## src/rtl/core/rbd_pkg.sv

```systemverilog
// shared constants and codes for the ring buffer deque
`timescale 1ns / 1ps
package rbd_pkg;

  localparam int DEPTH_DEF = 16;
  localparam int DATA_WIDTH_DEF = 32;

  // fixed widths of the channel fields
  localparam int CMD_W = 3;
  localparam int WORD_W = 32;
  localparam int TOTAL_W = 5;
  localparam int STATUS_W = 2;

  localparam logic [CMD_W-1:0] CMD_PUSH_FRONT = 3'd0;
  localparam logic [CMD_W-1:0] CMD_PUSH_BACK = 3'd1;
  localparam logic [CMD_W-1:0] CMD_POP_FRONT = 3'd2;
  localparam logic [CMD_W-1:0] CMD_POP_BACK = 3'd3;
  localparam logic [CMD_W-1:0] CMD_PEEK = 3'd4;

  localparam logic [STATUS_W-1:0] STATUS_OK = 2'd0;
  localparam logic [STATUS_W-1:0] STATUS_OVERFLOW = 2'd1;
  localparam logic [STATUS_W-1:0] STATUS_UNDERFLOW = 2'd2;

endpackage

```

## src/rtl/core/rbd_if.sv

```systemverilog
// valid/ready channel interfaces for commands and results
`timescale 1ns / 1ps
interface rbd_in_if
  import rbd_pkg::*;
();
  logic valid;
  logic ready;
  logic [CMD_W-1:0] cmd;
  logic signed [WORD_W-1:0] data_value;

  modport source (output valid, output cmd, output data_value, input ready);
  modport sink (input valid, input cmd, input data_value, output ready);
endinterface

interface rbd_out_if
  import rbd_pkg::*;
();
  logic valid;
  logic ready;
  logic signed [WORD_W-1:0] front_value;
  logic signed [WORD_W-1:0] back_value;
  logic is_empty;
  logic is_full;
  logic [TOTAL_W-1:0] entry_total;
  logic [STATUS_W-1:0] status;

  modport source (output valid, output front_value, output back_value, output is_empty,
                  output is_full, output entry_total, output status, input ready);
  modport sink (input valid, input front_value, input back_value, input is_empty,
                input is_full, input entry_total, input status, output ready);
endinterface

```

## src/rtl/core/rbd_store.sv

```systemverilog
// entry store: one write port, two registered read ports
`timescale 1ns / 1ps
module rbd_store
  import rbd_pkg::*;
#(
  parameter int DEPTH = DEPTH_DEF,
  parameter int DATA_WIDTH = DATA_WIDTH_DEF,
  localparam int IDX_W = $clog2(DEPTH)
) (
  input  logic                  clk,
  input  logic                  wr_en,
  input  logic [IDX_W-1:0]      wr_addr,
  input  logic [DATA_WIDTH-1:0] wr_data,
  input  logic                  rd_en,
  input  logic [IDX_W-1:0]      rd_addr_a,
  input  logic [IDX_W-1:0]      rd_addr_b,
  output logic [DATA_WIDTH-1:0] rd_data_a_r,
  output logic [DATA_WIDTH-1:0] rd_data_b_r
);

  logic [DATA_WIDTH-1:0] mem [DEPTH];

  always_ff @(posedge clk) begin
    if (wr_en) begin
      mem[wr_addr] <= wr_data;
    end
  end

  // old data on a same-address read; the caller forwards the new word
  always_ff @(posedge clk) begin
    if (rd_en) begin
      rd_data_a_r <= mem[rd_addr_a];
      rd_data_b_r <= mem[rd_addr_b];
    end
  end

endmodule

```

## src/rtl/core/ring_buffer_deque_unit.sv

```systemverilog
// ring buffer deque: index control, store and result register
// order: an accepted command registers the indices, the store read and the
// forward flags; the result register is loaded from the store read after that
// flow: a new command is accepted only in the idle state, once the store read
// is in the result register; a held result stalls the read stage
// reset: synchronous active-low rst_n empties the queue (indices and count to 0);
// store contents are not cleared, only entries written by a push are ever read
`timescale 1ns / 1ps
module ring_buffer_deque_unit
  import rbd_pkg::*;
#(
  parameter int DEPTH = DEPTH_DEF,
  parameter int DATA_WIDTH = DATA_WIDTH_DEF
) (
  input  logic      clk,
  input  logic      rst_n,
  rbd_in_if.sink    in_ch,
  rbd_out_if.source out_ch
);

  localparam int IDX_W = $clog2(DEPTH);
  localparam int CNT_W = $clog2(DEPTH + 1);
  localparam logic [IDX_W-1:0] IDX_LAST = IDX_W'(DEPTH - 1);
  localparam logic [CNT_W-1:0] CNT_FULL = CNT_W'(DEPTH);

  localparam logic S_IDLE = 1'b0;
  localparam logic S_READ = 1'b1;

  logic state_r, state_nxt;
  logic [IDX_W-1:0] head_r, head_nxt;
  logic [IDX_W-1:0] tail_r, tail_nxt;
  logic [CNT_W-1:0] count_r, count_nxt;
  logic [STATUS_W-1:0] status_r, status_nxt;

  logic accept;
  logic is_empty_now;
  logic is_full_now;
  logic wr_en;
  logic [IDX_W-1:0] wr_addr;
  logic [DATA_WIDTH-1:0] word;
  logic [IDX_W-1:0] rd_addr_a;
  logic [IDX_W-1:0] rd_addr_b;
  logic [DATA_WIDTH-1:0] rd_data_a_r;
  logic [DATA_WIDTH-1:0] rd_data_b_r;

  logic [DATA_WIDTH-1:0] wdata_r;
  logic fwd_a_r;
  logic fwd_b_r;

  logic load_out;
  logic signed [DATA_WIDTH-1:0] front_word;
  logic signed [DATA_WIDTH-1:0] back_word;

  logic out_valid_r;
  logic signed [WORD_W-1:0] front_r;
  logic signed [WORD_W-1:0] back_r;
  logic empty_r;
  logic full_r;
  logic [TOTAL_W-1:0] total_r;
  logic [STATUS_W-1:0] out_status_r;

  function automatic logic [IDX_W-1:0] ring_next(input logic [IDX_W-1:0] i);
    return (i == IDX_LAST) ? '0 : i + 1'b1;
  endfunction

  function automatic logic [IDX_W-1:0] ring_prev(input logic [IDX_W-1:0] i);
    return (i == '0) ? IDX_LAST : i - 1'b1;
  endfunction

  assign in_ch.ready = (state_r == S_IDLE);
  assign accept = in_ch.valid && in_ch.ready;
  assign is_empty_now = (count_r == '0);
  assign is_full_now = (count_r == CNT_FULL);
  assign word = DATA_WIDTH'(in_ch.data_value);

  always_comb begin
    head_nxt = head_r;
    tail_nxt = tail_r;
    count_nxt = count_r;
    status_nxt = STATUS_OK;
    wr_en = 1'b0;
    wr_addr = tail_r;
    case (in_ch.cmd)
      CMD_PUSH_FRONT: begin
        if (is_full_now) begin
          status_nxt = STATUS_OVERFLOW;
        end else begin
          head_nxt = ring_prev(head_r);
          wr_en = accept;
          wr_addr = head_nxt;
          count_nxt = count_r + 1'b1;
        end
      end
      CMD_PUSH_BACK: begin
        if (is_full_now) begin
          status_nxt = STATUS_OVERFLOW;
        end else begin
          wr_en = accept;
          wr_addr = tail_r;
          tail_nxt = ring_next(tail_r);
          count_nxt = count_r + 1'b1;
        end
      end
      CMD_POP_FRONT: begin
        if (is_empty_now) begin
          status_nxt = STATUS_UNDERFLOW;
        end else begin
          head_nxt = ring_next(head_r);
          count_nxt = count_r - 1'b1;
        end
      end
      CMD_POP_BACK: begin
        if (is_empty_now) begin
          status_nxt = STATUS_UNDERFLOW;
        end else begin
          tail_nxt = ring_prev(tail_r);
          count_nxt = count_r - 1'b1;
        end
      end
      default: begin
        // peek and unused codes leave the queue alone
      end
    endcase
  end

  assign rd_addr_a = head_nxt;
  assign rd_addr_b = ring_prev(tail_nxt);

  rbd_store #(
    .DEPTH      (DEPTH),
    .DATA_WIDTH (DATA_WIDTH)
  ) u_store (
    .clk         (clk),
    .wr_en       (wr_en),
    .wr_addr     (wr_addr),
    .wr_data     (word),
    .rd_en       (accept),
    .rd_addr_a   (rd_addr_a),
    .rd_addr_b   (rd_addr_b),
    .rd_data_a_r (rd_data_a_r),
    .rd_data_b_r (rd_data_b_r)
  );

  // queue indices and count
  always_ff @(posedge clk) begin
    if (!rst_n) begin
      head_r <= '0;
      tail_r <= '0;
      count_r <= '0;
    end else if (accept) begin
      head_r <= head_nxt;
      tail_r <= tail_nxt;
      count_r <= count_nxt;
    end
  end

  // forward the pushed word when a read hits the entry being written
  always_ff @(posedge clk) begin
    if (accept) begin
      wdata_r <= word;
      fwd_a_r <= wr_en && (wr_addr == rd_addr_a);
      fwd_b_r <= wr_en && (wr_addr == rd_addr_b);
      status_r <= status_nxt;
    end
  end

  assign load_out = (state_r == S_READ) && (!out_valid_r || out_ch.ready);
  assign front_word = fwd_a_r ? wdata_r : rd_data_a_r;
  assign back_word = fwd_b_r ? wdata_r : rd_data_b_r;

  always_comb begin
    state_nxt = state_r;
    case (state_r)
      S_IDLE: begin
        if (accept) begin
          state_nxt = S_READ;
        end
      end
      S_READ: begin
        if (load_out) begin
          state_nxt = S_IDLE;
        end
      end
      default: begin
        state_nxt = S_IDLE;
      end
    endcase
  end

  always_ff @(posedge clk) begin
    if (!rst_n) begin
      state_r <= S_IDLE;
      out_valid_r <= 1'b0;
    end else begin
      state_r <= state_nxt;
      if (load_out) begin
        out_valid_r <= 1'b1;
      end else if (out_ch.ready) begin
        out_valid_r <= 1'b0;
      end
    end
  end

  // result word register, count_r already holds the updated count here
  always_ff @(posedge clk) begin
    if (load_out) begin
      if (count_r == '0) begin
        front_r <= '0;
        back_r <= '0;
      end else begin
        front_r <= WORD_W'(front_word);
        back_r <= WORD_W'(back_word);
      end
      empty_r <= (count_r == '0);
      full_r <= (count_r == CNT_FULL);
      total_r <= TOTAL_W'(count_r);
      out_status_r <= status_r;
    end
  end

  assign out_ch.valid = out_valid_r;
  assign out_ch.front_value = front_r;
  assign out_ch.back_value = back_r;
  assign out_ch.is_empty = empty_r;
  assign out_ch.is_full = full_r;
  assign out_ch.entry_total = total_r;
  assign out_ch.status = out_status_r;

endmodule
```

## src/flat_wrapper.sv

```systemverilog
// flat-port wrapper written by rule: the top's interface ports become plain ports
module ring_buffer_deque_unit_flat import rbd_pkg::*;
#(
  parameter int DEPTH = DEPTH_DEF,
  parameter int DATA_WIDTH = DATA_WIDTH_DEF
)
  (clk, rst_n, in_ch_valid, in_ch_cmd, in_ch_data_value, in_ch_ready, out_ch_valid, out_ch_front_value, out_ch_back_value, out_ch_is_empty, out_ch_is_full, out_ch_entry_total, out_ch_status, out_ch_ready);
  rbd_in_if in_ch_i ();
  rbd_out_if out_ch_i ();
  input  logic clk;
  input  logic rst_n;
  input wire logic [$bits(in_ch_i.valid)-1:0] in_ch_valid;
  input wire logic [$bits(in_ch_i.cmd)-1:0] in_ch_cmd;
  input wire logic [$bits(in_ch_i.data_value)-1:0] in_ch_data_value;
  output wire logic [$bits(in_ch_i.ready)-1:0] in_ch_ready;
  output wire logic [$bits(out_ch_i.valid)-1:0] out_ch_valid;
  output wire logic [$bits(out_ch_i.front_value)-1:0] out_ch_front_value;
  output wire logic [$bits(out_ch_i.back_value)-1:0] out_ch_back_value;
  output wire logic [$bits(out_ch_i.is_empty)-1:0] out_ch_is_empty;
  output wire logic [$bits(out_ch_i.is_full)-1:0] out_ch_is_full;
  output wire logic [$bits(out_ch_i.entry_total)-1:0] out_ch_entry_total;
  output wire logic [$bits(out_ch_i.status)-1:0] out_ch_status;
  input wire logic [$bits(out_ch_i.ready)-1:0] out_ch_ready;
  assign in_ch_i.valid = in_ch_valid;
  assign in_ch_i.cmd = in_ch_cmd;
  assign in_ch_i.data_value = in_ch_data_value;
  assign in_ch_ready = in_ch_i.ready;
  assign out_ch_valid = out_ch_i.valid;
  assign out_ch_front_value = out_ch_i.front_value;
  assign out_ch_back_value = out_ch_i.back_value;
  assign out_ch_is_empty = out_ch_i.is_empty;
  assign out_ch_is_full = out_ch_i.is_full;
  assign out_ch_entry_total = out_ch_i.entry_total;
  assign out_ch_status = out_ch_i.status;
  assign out_ch_i.ready = out_ch_ready;
  ring_buffer_deque_unit #(.DEPTH(DEPTH), .DATA_WIDTH(DATA_WIDTH)) u_core (.clk(clk), .rst_n(rst_n), .in_ch(in_ch_i), .out_ch(out_ch_i));
endmodule
```

## config.mk

```make
export PLATFORM = sky130hd
export DESIGN_NAME = ring_buffer_deque_unit_flat
export DESIGN_NICKNAME = d
export VERILOG_FILES = /design/src/rtl/core/rbd_pkg.sv /design/src/rtl/core/rbd_if.sv /design/src/rtl/core/rbd_store.sv /design/src/rtl/core/ring_buffer_deque_unit.sv /design/src/flat_wrapper.sv
export SDC_FILE = /design/constraint.sdc
export NUM_CORES = 1
export LEC_CHECK = 0
export BUFFER_PORTS_ARGS = -buffer_cell sky130_fd_sc_hd__buf_2
export CORE_MARGIN = 1.5
export CORE_UTILIZATION = 55
export DETAILED_ROUTE_END_ITERATION = 16
export PLACE_DENSITY = 0.73
export REMOVE_ABC_BUFFERS = 1
export SYNTH_ARGS = -nofsm -noshare
export SYNTH_HDL_FRONTEND = slang
export SYNTH_HIERARCHICAL = 1
export SYNTH_SLANG_ARGS = --single-unit
```

## constraint.sdc

```tcl
create_clock -name clk -period 6.5 [get_ports clk]
set_clock_uncertainty 0.05 [all_clocks]
set_input_delay 0.65 -clock clk [delete_from_list [all_inputs] [get_ports clk]]
set_output_delay 0.65 -clock clk [all_outputs]
set_load 0.02 [all_outputs]
```

==> Word level (Yosys, flattened, before mapping) <==
Memory sizes are Yosys's and may differ from the RTL's. A register that Yosys moved wholly into a read port is not among the register bits.
Cells that the tools add are included.
{ "word_totals": {"inputBits": 39, "output_inout_bits": 75, "n_memories": 1, "wordCells": 80, "ramBits": 512, "reg_bits": 124} }
{ "op_classes": {"addsub": 7, "muxes": 30, "bitwise": 1, "n_eq_ne": 10, "n_reduce_logical": 16} }
{ "memory_table": {"columns": ["memory", "words", "word_bits", "read_ports", "rd_clocked_by_memory_dff", "write_ports", "line", "text"], "rows": [
  ["u_core.u_store.mem", 16, 32, 2, 2, 1, "rbd_store.sv:21", "logic [DATA_WIDTH-1:0] mem [DEPTH];"]
]} }
{ "op_table": {"columns": ["operator", "n"], "rows": [
  ["$mux W32", 2],
  ["$mux W4", 11],
  ["$pmux W4 S2", 2],
  ["$logic_not A4 Y1", 3],
  ["$sub A4 B1 Y4 const B", 3],
  ["$mux W5", 2],
  ["$pmux W5 S2", 1],
  ["$mux W1", 9],
  ["$add A4 B1 Y4 const B", 2],
  ["$eq A4 B4 Y1", 2],
  ["$eq A4 B4 Y1 const B", 2],
  ["$eq A3 B2 Y1 const B", 2],
  ["$add A5 B1 Y5 const B", 1],
  ["$eq A5 B5 Y1 const B", 1],
  ["$logic_not A5 Y1", 1],
  ["$sub A5 B1 Y5 const B", 1],
  ["$logic_and A1 B1 Y1", 4],
  ["$ne A2 B2 Y1 const B", 2],
  ["$pmux W2 S2", 1],
  ["$reduce_and A4 Y1", 1],
  ["$reduce_bool A2 Y1", 2],
  ["$reduce_or A2 Y1", 2],
  ["$eq A3 B1 Y1 const B", 1],
  ["$logic_not A3 Y1", 1],
  ["other kinds (5)", 5]
]} }

==> Longest topological paths before layout <==
Gate-level depths: netlist of run 1.
{ "logic_depth": {"depth_word": 8, "ltp_mapped": 14} }

==> Modules after synthesis <==
Netlist of run 1, hierarchy kept.
{ "by_module_without_submodules": {"columns": ["mod", "seq_area_each_um2", "area_each_um2", "cells_each", "instances"], "rows": [
  ["rbd_store", 17296.6, 24828.8, 1141, 1],
  ["ring_buffer_deque_unit", 3573.4, 5871.9, 465, 1]
]} }

==> Least setup slack after synthesis of run 1 <==
OpenSTA, ideal clock, no wires.
{ "synth_path": {"kind": "input -> register", "start": "input port in_ch_cmd[2]", "end": "memory u_core/u_store/mem[0][0] in the netlist's numbering, enable pin", "arrival_ns": 4.165, "setup_time_ns": 0.461, "path_stages": 5, "required_ns": 5.989, "setup_slack_ns": 1.824, "path_cell_list": "buf_2 a2111oi_4 mux2i_1 or3b_2 nor3_1"} }
{ "synth_lines": {"columns": ["item", "line", "text"], "rows": [
  ["start, declared", "flat_wrapper.sv:13", "input wire logic [$bits(in_ch_i.cmd)-1:0] in_ch_cmd;"],
  ["$logic_not A3 Y1", "ring_buffer_deque_unit.sv:83", "case (in_ch.cmd)"],
  ["$mux W4", null, null],
  ["net u_core.wr_addr[2]", "ring_buffer_deque_unit.sv:39", "logic [IDX_W-1:0] wr_addr;"],
  ["end, declared", "rbd_store.sv:21", null]
]} }
The timed path passes the listed nets, and every way through them passes these cells.

==> Final worst setup path of run 1 <==
{ "layout_path": {"start": "register u_core.count_r[0]", "end": "register u_core.u_store.rd_data_b_r[22], read port of u_core.u_store.mem (data pin)"} }
{ "layout_via": {"elab_chain_len": 5} }
{ "layout_lines": {"columns": ["item", "line", "text"], "rows": [
  ["start, declared", "ring_buffer_deque_unit.sv:32", "logic [CNT_W-1:0] count_r, count_nxt;"],
  ["start signal, assigned", "ring_buffer_deque_unit.sv:153", "count_r <= count_nxt;"],
  ["$eq A5 B5 Y1 / $logic_not A5 Y1 (equally long branches)", "ring_buffer_deque_unit.sv:73, ring_buffer_deque_unit.sv:72", null],
  ["$mux W4, on equally long branches", "ring_buffer_deque_unit.sv:95, ring_buffer_deque_unit.sv:113", null],
  ["$pmux W4 S2 (*)", "ring_buffer_deque_unit.sv:83", null],
  ["$sub A4 B1 Y4 / $logic_not A4 Y1 (equally long branches)", "ring_buffer_deque_unit.sv:67", "return (i == '0) ? IDX_LAST : i - 1'b1;"],
  ["$mux W4 (*)", "ring_buffer_deque_unit.sv:67", null],
  ["net u_core.rd_addr_b[0]", "ring_buffer_deque_unit.sv:42", "logic [IDX_W-1:0] rd_addr_b;"],
  ["end, declared", "rbd_store.sv:18", "output logic [DATA_WIDTH-1:0] rd_data_b_r"]
]} }
The timed path passes the listed nets; every way through them passes the cells marked *.
A chain may end at the register's enable or synchronous reset.

==> results of run 1 <==
## cells in the mapped netlist (all sizes together), types with 5 or more instances
cell type / number / share of area
nand3: 6 / 0.00098
nor2b: 6 / 0.0012
clkbuf: 52 / 0.0064
a21oi: 7 / 0.0011
inv: 16 / 0.0020
ha: 10 / 0.0041
xor2: 5 / 0.0017
and2: 7 / 0.0014
nand3b: 6 / 0.0015
edfxtp: 685 / 0.67
a21boi: 6 / 0.0015
nand2b: 9 / 0.0018
dfxtp: 15 / 0.0098
a22oi: 129 / 0.032
nor3: 6 / 0.00098
o21ai: 15 / 0.0028
and3: 5 / 0.0010
nor2: 95 / 0.012
nand2: 86 / 0.011
xnor2: 9 / 0.0026
buf: 58 / 0.010
mux2i: 66 / 0.022
mux4: 256 / 0.19
## worst max path at each step
stage	endpoint	slack, ns	cells after the start
after global placement	u_core/u_store/rd_data_b_r[1]	1.97	11
after CTS	u_core/u_store/rd_data_b_r[22]	1.86	11
final	u_core/u_store/rd_data_b_r[22]	1.89	11
after detailed placement	u_core/u_store/rd_data_b_r[22]	1.86	11
after global routing	u_core/u_store/rd_data_b_r[22]	1.47	11
after floorplan	u_core/u_store/rd_data_a_r[0]	-5.08	9
## power by group through the flow
stage	registers, mW	clock network [mW]	logic, mW
floorplan	5.35	0	1.11
global placement	5.31	0	1.49
detailed placement	5.32	0	1.52
CTS	5.22	4.03	1.52
global route	5.23	4.20	1.62
finish	5.22	3.97	1.52
## cells by family after synthesis
group	share of synthesized area
XOR/XNOR	0.004239
adder cells (fa/ha/maj)	0.004728
buffers and inverters	0.01883
AO/OA/AOI/OAI	0.04744
multiplexers	0.2093
AND/OR/NAND/NOR	0.03566
flip-flops	0.6798
## registers in the layout (all words and copies together) (netlist names), 2 cells and up
name                        cells
u_core/wdata_r                 32
u_core/u_store/rd_data_a_r     32
u_core/status_r                 2
u_core/out_ch.front_value      32
u_core/u_store/rd_data_b_r     32
u_core/tail_r                   4
u_core/out_ch.back_value       32
u_core/u_store/mem            512
u_core/out_ch.entry_total       5
u_core/out_ch.status            2
u_core/count_r                  5
u_core/head_r                   4
## layer usage
metal | global-route usage | routed length [microns]
met1 | 0.3543 | 27930
met2 | 0.4393 | 36910
met3 | 0.04195 | 6342
met4 | 0.1118 | 2590
met5 | 0 | 13
## critical path, cell delays in order, from the launching register on
cell and delay [ns]:
dfxtp_1 0.41, nor4_4 0.52, nand2_1 0.28, a221oi_1 0.37, or2_1 0.24, ha_1 0.18
and4_1 0.22, a31o_4 0.73, buf_4 0.45, mux4_2 0.54, a22oi_1 0.23, nand2_1 0.10
## per-stage QoR
stage | instance area (sq um) | TNS [ns] | power (mW)
floorplan | 30190 | -181.37 | 6.462
global placement | 32290 | 0 | 6.801
detailed placement | 32290 | 0 | 6.832
CTS | 34550 | 0 | 10.78
global route | 34560 | 0 | 11.05
finish | 34560 | 0 | 10.71
## area by class of cell
class	instances	area, sq um
fill	3816	20530
sequential	700	20870
antenna	1	2.502
timing repair buffer	155	984.7
inverter	18	72.57
clock inverter	37	319.1
tap	748	935.9
multi-input combinational	778	9442
clock buffer	90	1933
## cell usage in the layout (no fill, tap or decap), drive strengths merged, types with 3 or more instances in the layout
| cell | instances |
|---|---|
| bufinv | 5 |
| nor2b | 6 |
| or3 | 3 |
| and2 | 7 |
| nand3b | 6 |
| dfxtp | 15 |
| a21oi | 7 |
| mux2i | 66 |
| inv | 18 |
| nand2b | 9 |
| xor2 | 5 |
| nor4 | 3 |
| o221ai | 3 |
| nor2 | 95 |
| edfxtp | 685 |
| a21boi | 6 |
| nor3 | 6 |
| o21ai | 15 |
| or2 | 3 |
| clkbuf | 90 |
| mux4 | 256 |
| nand3 | 6 |
| xnor2 | 9 |
| clkinv | 31 |
| buf | 155 |
| ha | 10 |
| and3 | 5 |
| nand2 | 86 |
| a22oi | 129 |
==> qor.yml, run 1 <==
cts:
  cts_tree: "built"
  cts_setup_buffers: 0
  clock_latency_ns: 0.61
  postCtsHoldBufs: 0
  numCtsBuffers: 71
  path_clk_slew_ns: 0.06
  h-tree-depth: 3
  ctsResizeCount: 0
  root_buffer: "clkbuf_16"
  clockBufferDepth: 3
  clkSinkCount: 700
layout:
  final_cell_count_no_fill: 2527
  drive_above_1_share: 0.3099
  layout-area-overhead-vs-synth_pct: 12.57
  fin_util: 0.6273
  nets: 1774
synthesis:
  ys_seq_area_frac: 0.6798
  synth_ff_type: "edfxtp_1"
  yosysWarnings: 6
  synth_area_sq_mm: 0.03070
  async_reset_ff_frac: 0
  ys_types: 71
  ys_ff_latch: 700
  syn_area_per_cell_sq_um: 19.12
  synth_cells: 1606
  synth-edff-count: 685
global_routing:
  antenna_found_initial: 3
  grt_pass1_wl_microns: 109000
  overflow: 0
  grt_pass1_vias: 17180
  track_usage: 0.2654
  grt_max_degree: 131
floorplan:
  dieHeight_microns: 239.3
  dieArea_sq_mm: 0.05725
  start_util: 0.5573
  core_area_sq_mm: 0.05509
  die_x_microns: 239.3
  io-pin-count: 114
  rows: 86
sta:
  rsz0062_at_grt: "false"
  setup_slack_ns: 1.893
  finalCritPeriodShare: 0.7088
  hold_violations: 0
  max_freq_mhz: 217.0
  layout_min_cycle_time_ns: 4.607
  finalSetupViolations: 0
  slew_headroom: 0.1784
  holdWs_ns: 0.3004
  drv_slew: 0
  tightest_slew_ns: 1.226
worst_setup_path:
  crit_start: "u_core/count_r[0]"
  r2r_end: "u_core/u_store/rd_data_b_r[22]"
  critPathLaunchType: "flop"
  reg2reg_from: "u_core/count_r[0]"
  critPathRequiredTime_ns: 6.79
  arrival_ns: 4.90
  endpoint_kind: "flop"
  ff2ff_path_depth: 11
  regToRegSetupSlack_ns: 1.89
  critical_path_class: "flop to flop"
  cp_max_fo: 35
outcome:
  outcome: "finished clean"
routing:
  via_per_inst: 6.641
  ant_nets: 0
  routedWlPerCell_microns: 29.20
  drc: 0
  drt_iter0_markers: 1946
  wl_microns: 73790
  first_pass_iters: 7
  vias: 16780
pwr:
  ir_worst_vdd_mv: 0.1944
  internal-power_mw: 8.084
  switchingPower_mw: 2.623
  p_leak_nw: 11.43
  p_sw_frac: 0.2450
  pwr-share-seq: 0.488
  power_frac_clock: 0.371
  combPwrFrac: 0.142
  cellPowerDensity_mw_per_mm2: 309.8
placed_design:
  detailedPlace.worstSlack_ns: 1.861
  hpwlAfterDp_microns: 40630
  io_buffers: 113
  finalWeightedCongestion: 0.8341
  dp_cells: 2398
worst_hold_path:
  min_path_cells: 3
  hold_end: "u_core/state_r"
  hold_start: "in_ch_valid"
  hp-class: "input port to flop"
run:
  drv_cap: 0
Power figures use the tool's default switching activity.
==> run 2: changes to the inputs <==
Clock period 6.5 ns to 4.4 ns, I/O delays scaled along.
==> run 2 against run 1 <==
Net effect: cell count rose by 1.3%; via count rose by 0.60%; hold slack got worse by 0.23 ns; first-iteration DRC count rose by 7.4%; count of clock-buffer cells in the layout rose by 1; core utilization rose by 1.0 points; sequential power rose by 48%; largest cell class unchanged; highest routed layer unchanged; die area did not move; global-route usage rose by 0.39 points.
==> qor.yml, run 2 (synthesis results as in run 1) <==
routing:
  drc: 0  # unchanged
  vias: 16880  # was 16780
  ant_nets: 0  # unchanged
  drt_iter0_markers: 2090  # was 1946
  first_pass_iters: 5  # was 7
  wl_microns: 74680  # was 73790 microns
  via_per_inst: 6.598  # was 6.641
  routedWlPerCell_microns: 29.18  # was 29.20 microns
pwr:
  p_leak_nw: 11.71  # was 11.43 nW
  ir_worst_vdd_mv: 0.3055  # was 0.1944 mV
  power_frac_clock: 0.382  # was 0.371
  switchingPower_mw: 3.981  # was 2.623 mW
  internal-power_mw: 12.28  # was 8.084 mW
  combPwrFrac: 0.143  # was 0.142
  cellPowerDensity_mw_per_mm2: 462.9  # was 309.8 mW/mm^2
  p_sw_frac: 0.2449  # was 0.2450
  pwr-share-seq: 0.474  # was 0.488
  power.total_mw: 16.26  # was 10.71 mW
worst_setup_path:
  regToRegSetupSlack_ns: 0.24  # was 1.89 ns
  critical_path_class: "flop to flop"  # unchanged
  slowest_stage: "nor2b_4"  # was a31o_4
  ff2ff_path_depth: 11  # unchanged
  r2r_end: "u_core/u_store/rd_data_b_r[1]"  # was u_core/u_store/rd_data_b_r[22]
  arrival_ns: 4.59  # was 4.90 ns
  cp_max_fo: 22  # was 35
  crit_chain: "nor4_4 > a211oi_1 > a221oi_1 > or2_1 > ha_1 > and4_1 > o221a_2 > nor2b_4 > buf_4 > a22oi_1 > nand2_1"  # was nor4_4 > nand2_1 > a221oi_1 > or2_1 > ha_1 > and4_1 > a31o_4 > buf_4 > mux4_2 > a22oi_1 > nand2_1
  slowest_delay_ns: 0.86  # was 0.73 ns
  critPathRequiredTime_ns: 4.83  # was 6.79 ns
  endpoint_kind: "flop"  # unchanged
  reg2reg_from: "u_core/count_r[0]"  # unchanged
  critPathLaunchType: "flop"  # unchanged
placed_design:
  finalWeightedCongestion: 0.8323  # was 0.8341
  hpwlAfterDp_microns: 41970  # was 40630 microns
  detailedPlace.worstSlack_ns: 0.3340  # was 1.861 ns
  dp_cells: 2427  # was 2398
  io_buffers: 113  # unchanged
sta:
  finalCritPeriodShare: 0.9448  # was 0.7088
  tightest_slew_ns: 1.110  # was 1.226 ns
  drv_slew: 0  # unchanged
  setup_slack_ns: 0.2429  # was 1.893 ns
  max_freq_mhz: 240.6  # was 217.0 MHz
  layout_min_cycle_time_ns: 4.157  # was 4.607 ns
  setup_tns_ns: 0  # unchanged
  hold_violations: 0  # unchanged
  rsz0062_at_grt: "false"  # unchanged
  slew_headroom: 0.2600  # was 0.1784
  finalSetupViolations: 0  # unchanged
floorplan:
  die_x_microns: 239.3  # unchanged
  io-pin-count: 114  # unchanged
  core_area_sq_mm: 0.05509  # unchanged
  dieHeight_microns: 239.3  # unchanged
  start_util: 0.5573  # unchanged
  dieArea_sq_mm: 0.05725  # unchanged
  rows: 86  # unchanged
cts:
  numCtsBuffers: 73  # was 71
  clkSinkCount: 700  # unchanged
  cts_setup_buffers: 0  # unchanged
  path_clk_slew_ns: 0.06  # about the same
  clockBufferDepth: 3  # unchanged
  cts_tree: "built"  # unchanged
  root_buffer: "clkbuf_16"  # unchanged
  clock_latency_ns: 0.61  # about the same
  h-tree-depth: 3  # unchanged
  ctsResizeCount: 0  # unchanged
  postCtsHoldBufs: 0  # unchanged
outcome:
  outcome: "finished clean"  # unchanged
global_routing:
  grt_pass1_vias: 17600  # was 17180
  grt_pass1_wl_microns: 110800  # was 109000 microns
  antenna_found_initial: 1  # was 3
  grt_max_degree: 75  # was 131
  overflow: 0  # unchanged
  track_usage: 0.2693  # was 0.2654
worst_hold_path:
  hold_end: "u_core/state_r"  # unchanged
  hold_start: "in_ch_valid"  # unchanged
  hp-class: "input port to flop"  # unchanged
  min_path_cells: 3  # unchanged
layout:
  nets: 1804  # was 1774
  layout_common_cells: "edfxtp_1 (685), mux4_2 (256), a22oi_1 (129), buf_2 (113), nand2_1 (86)"  # unchanged
  layout-area-overhead-vs-synth_pct: 14.41  # was 12.57%
  drive_above_1_share: 0.3247  # was 0.3099
  final_cell_count_no_fill: 2559  # was 2527
  largest_reg_flops: 512  # unchanged
  final_common_cell: "edfxtp_1"  # unchanged
  fin_util: 0.6376  # was 0.6273
  max_flop_register: "u_core/u_store/mem"  # unchanged
  n_antenna_cell: 0  # was 1
run:
  drv_cap: 0  # unchanged
==> run 2: worst max-delay path by stage <==
stage | slack [ns] | start | end
2_1_floorplan | -7.18 | u_core/count_r[0] | u_core/u_store/rd_data_a_r[0]
6_report | 0.24 | u_core/count_r[0] | u_core/u_store/rd_data_b_r[1]
3_3_place_gp | 0.47 | u_core/count_r[0] | u_core/u_store/rd_data_b_r[10]
3_5_place_dp | 0.33 | u_core/count_r[0] | u_core/u_store/rd_data_b_r[12]
4_1_cts | 0.30 | u_core/count_r[0] | u_core/u_store/rd_data_b_r[12]
5_1_grt | 0.01 | u_core/count_r[0] | u_core/u_store/rd_data_b_r[22]
==> run 2: layout make-up <==
| cell class | count | area, sq um |
|---|---|---|
| tap | 748 | 935.9 |
| timing repair buffer | 183 | 1391 |
| multi-input combinational | 778 | 9442 |
| clock inverter | 41 | 466.7 |
| inverter | 18 | 72.57 |
| clock buffer | 91 | 1947 |
| sequential | 700 | 20870 |
| fill | 3724 | 19970 |
==> run 2: per-stage QoR <==
stage / instance area, sq um / hold slack (ns)
floorplan: 30190 / 0.3503
global placement: 32710 / 0.3547
detailed placement: 32710 / 0.3656
CTS: 35120 / 0.06987
global route: 35120 / 0.08231
finish: 35120 / 0.07439
==> run 2: critical path, delay by kind of cell, from the launching register on <==
kind / cells / cell delay (ns)
compound gates: 4 / 1.02
fa+ha+maj: 1 / 0.19
buf+inv: 1 / 0.40
flops: 1 / 0.40
simple gates: 5 / 1.96
==> run 2: power groups by stage <==
stage | Combinational (mW) | Clock (mW) | Sequential (mW)
finish | 2.33 | 6.22 | 7.71
global route | 2.48 | 6.56 | 7.73
CTS | 2.33 | 6.31 | 7.72
detailed placement | 2.32 | 0 | 7.85
global placement | 2.28 | 0 | 7.85
floorplan | 1.64 | 0 | 7.90
==> run 2: metal layers <==
metal / GRT usage / vias up / part of all wire
met4: 0.09302 / 2 / 0.029
li1: - / 7027 / -
met5: 0 / - / 0.00017
met2: 0.4485 / 874 / 0.50
met1: 0.3602 / 8822 / 0.38
met3: 0.05025 / 159 / 0.091
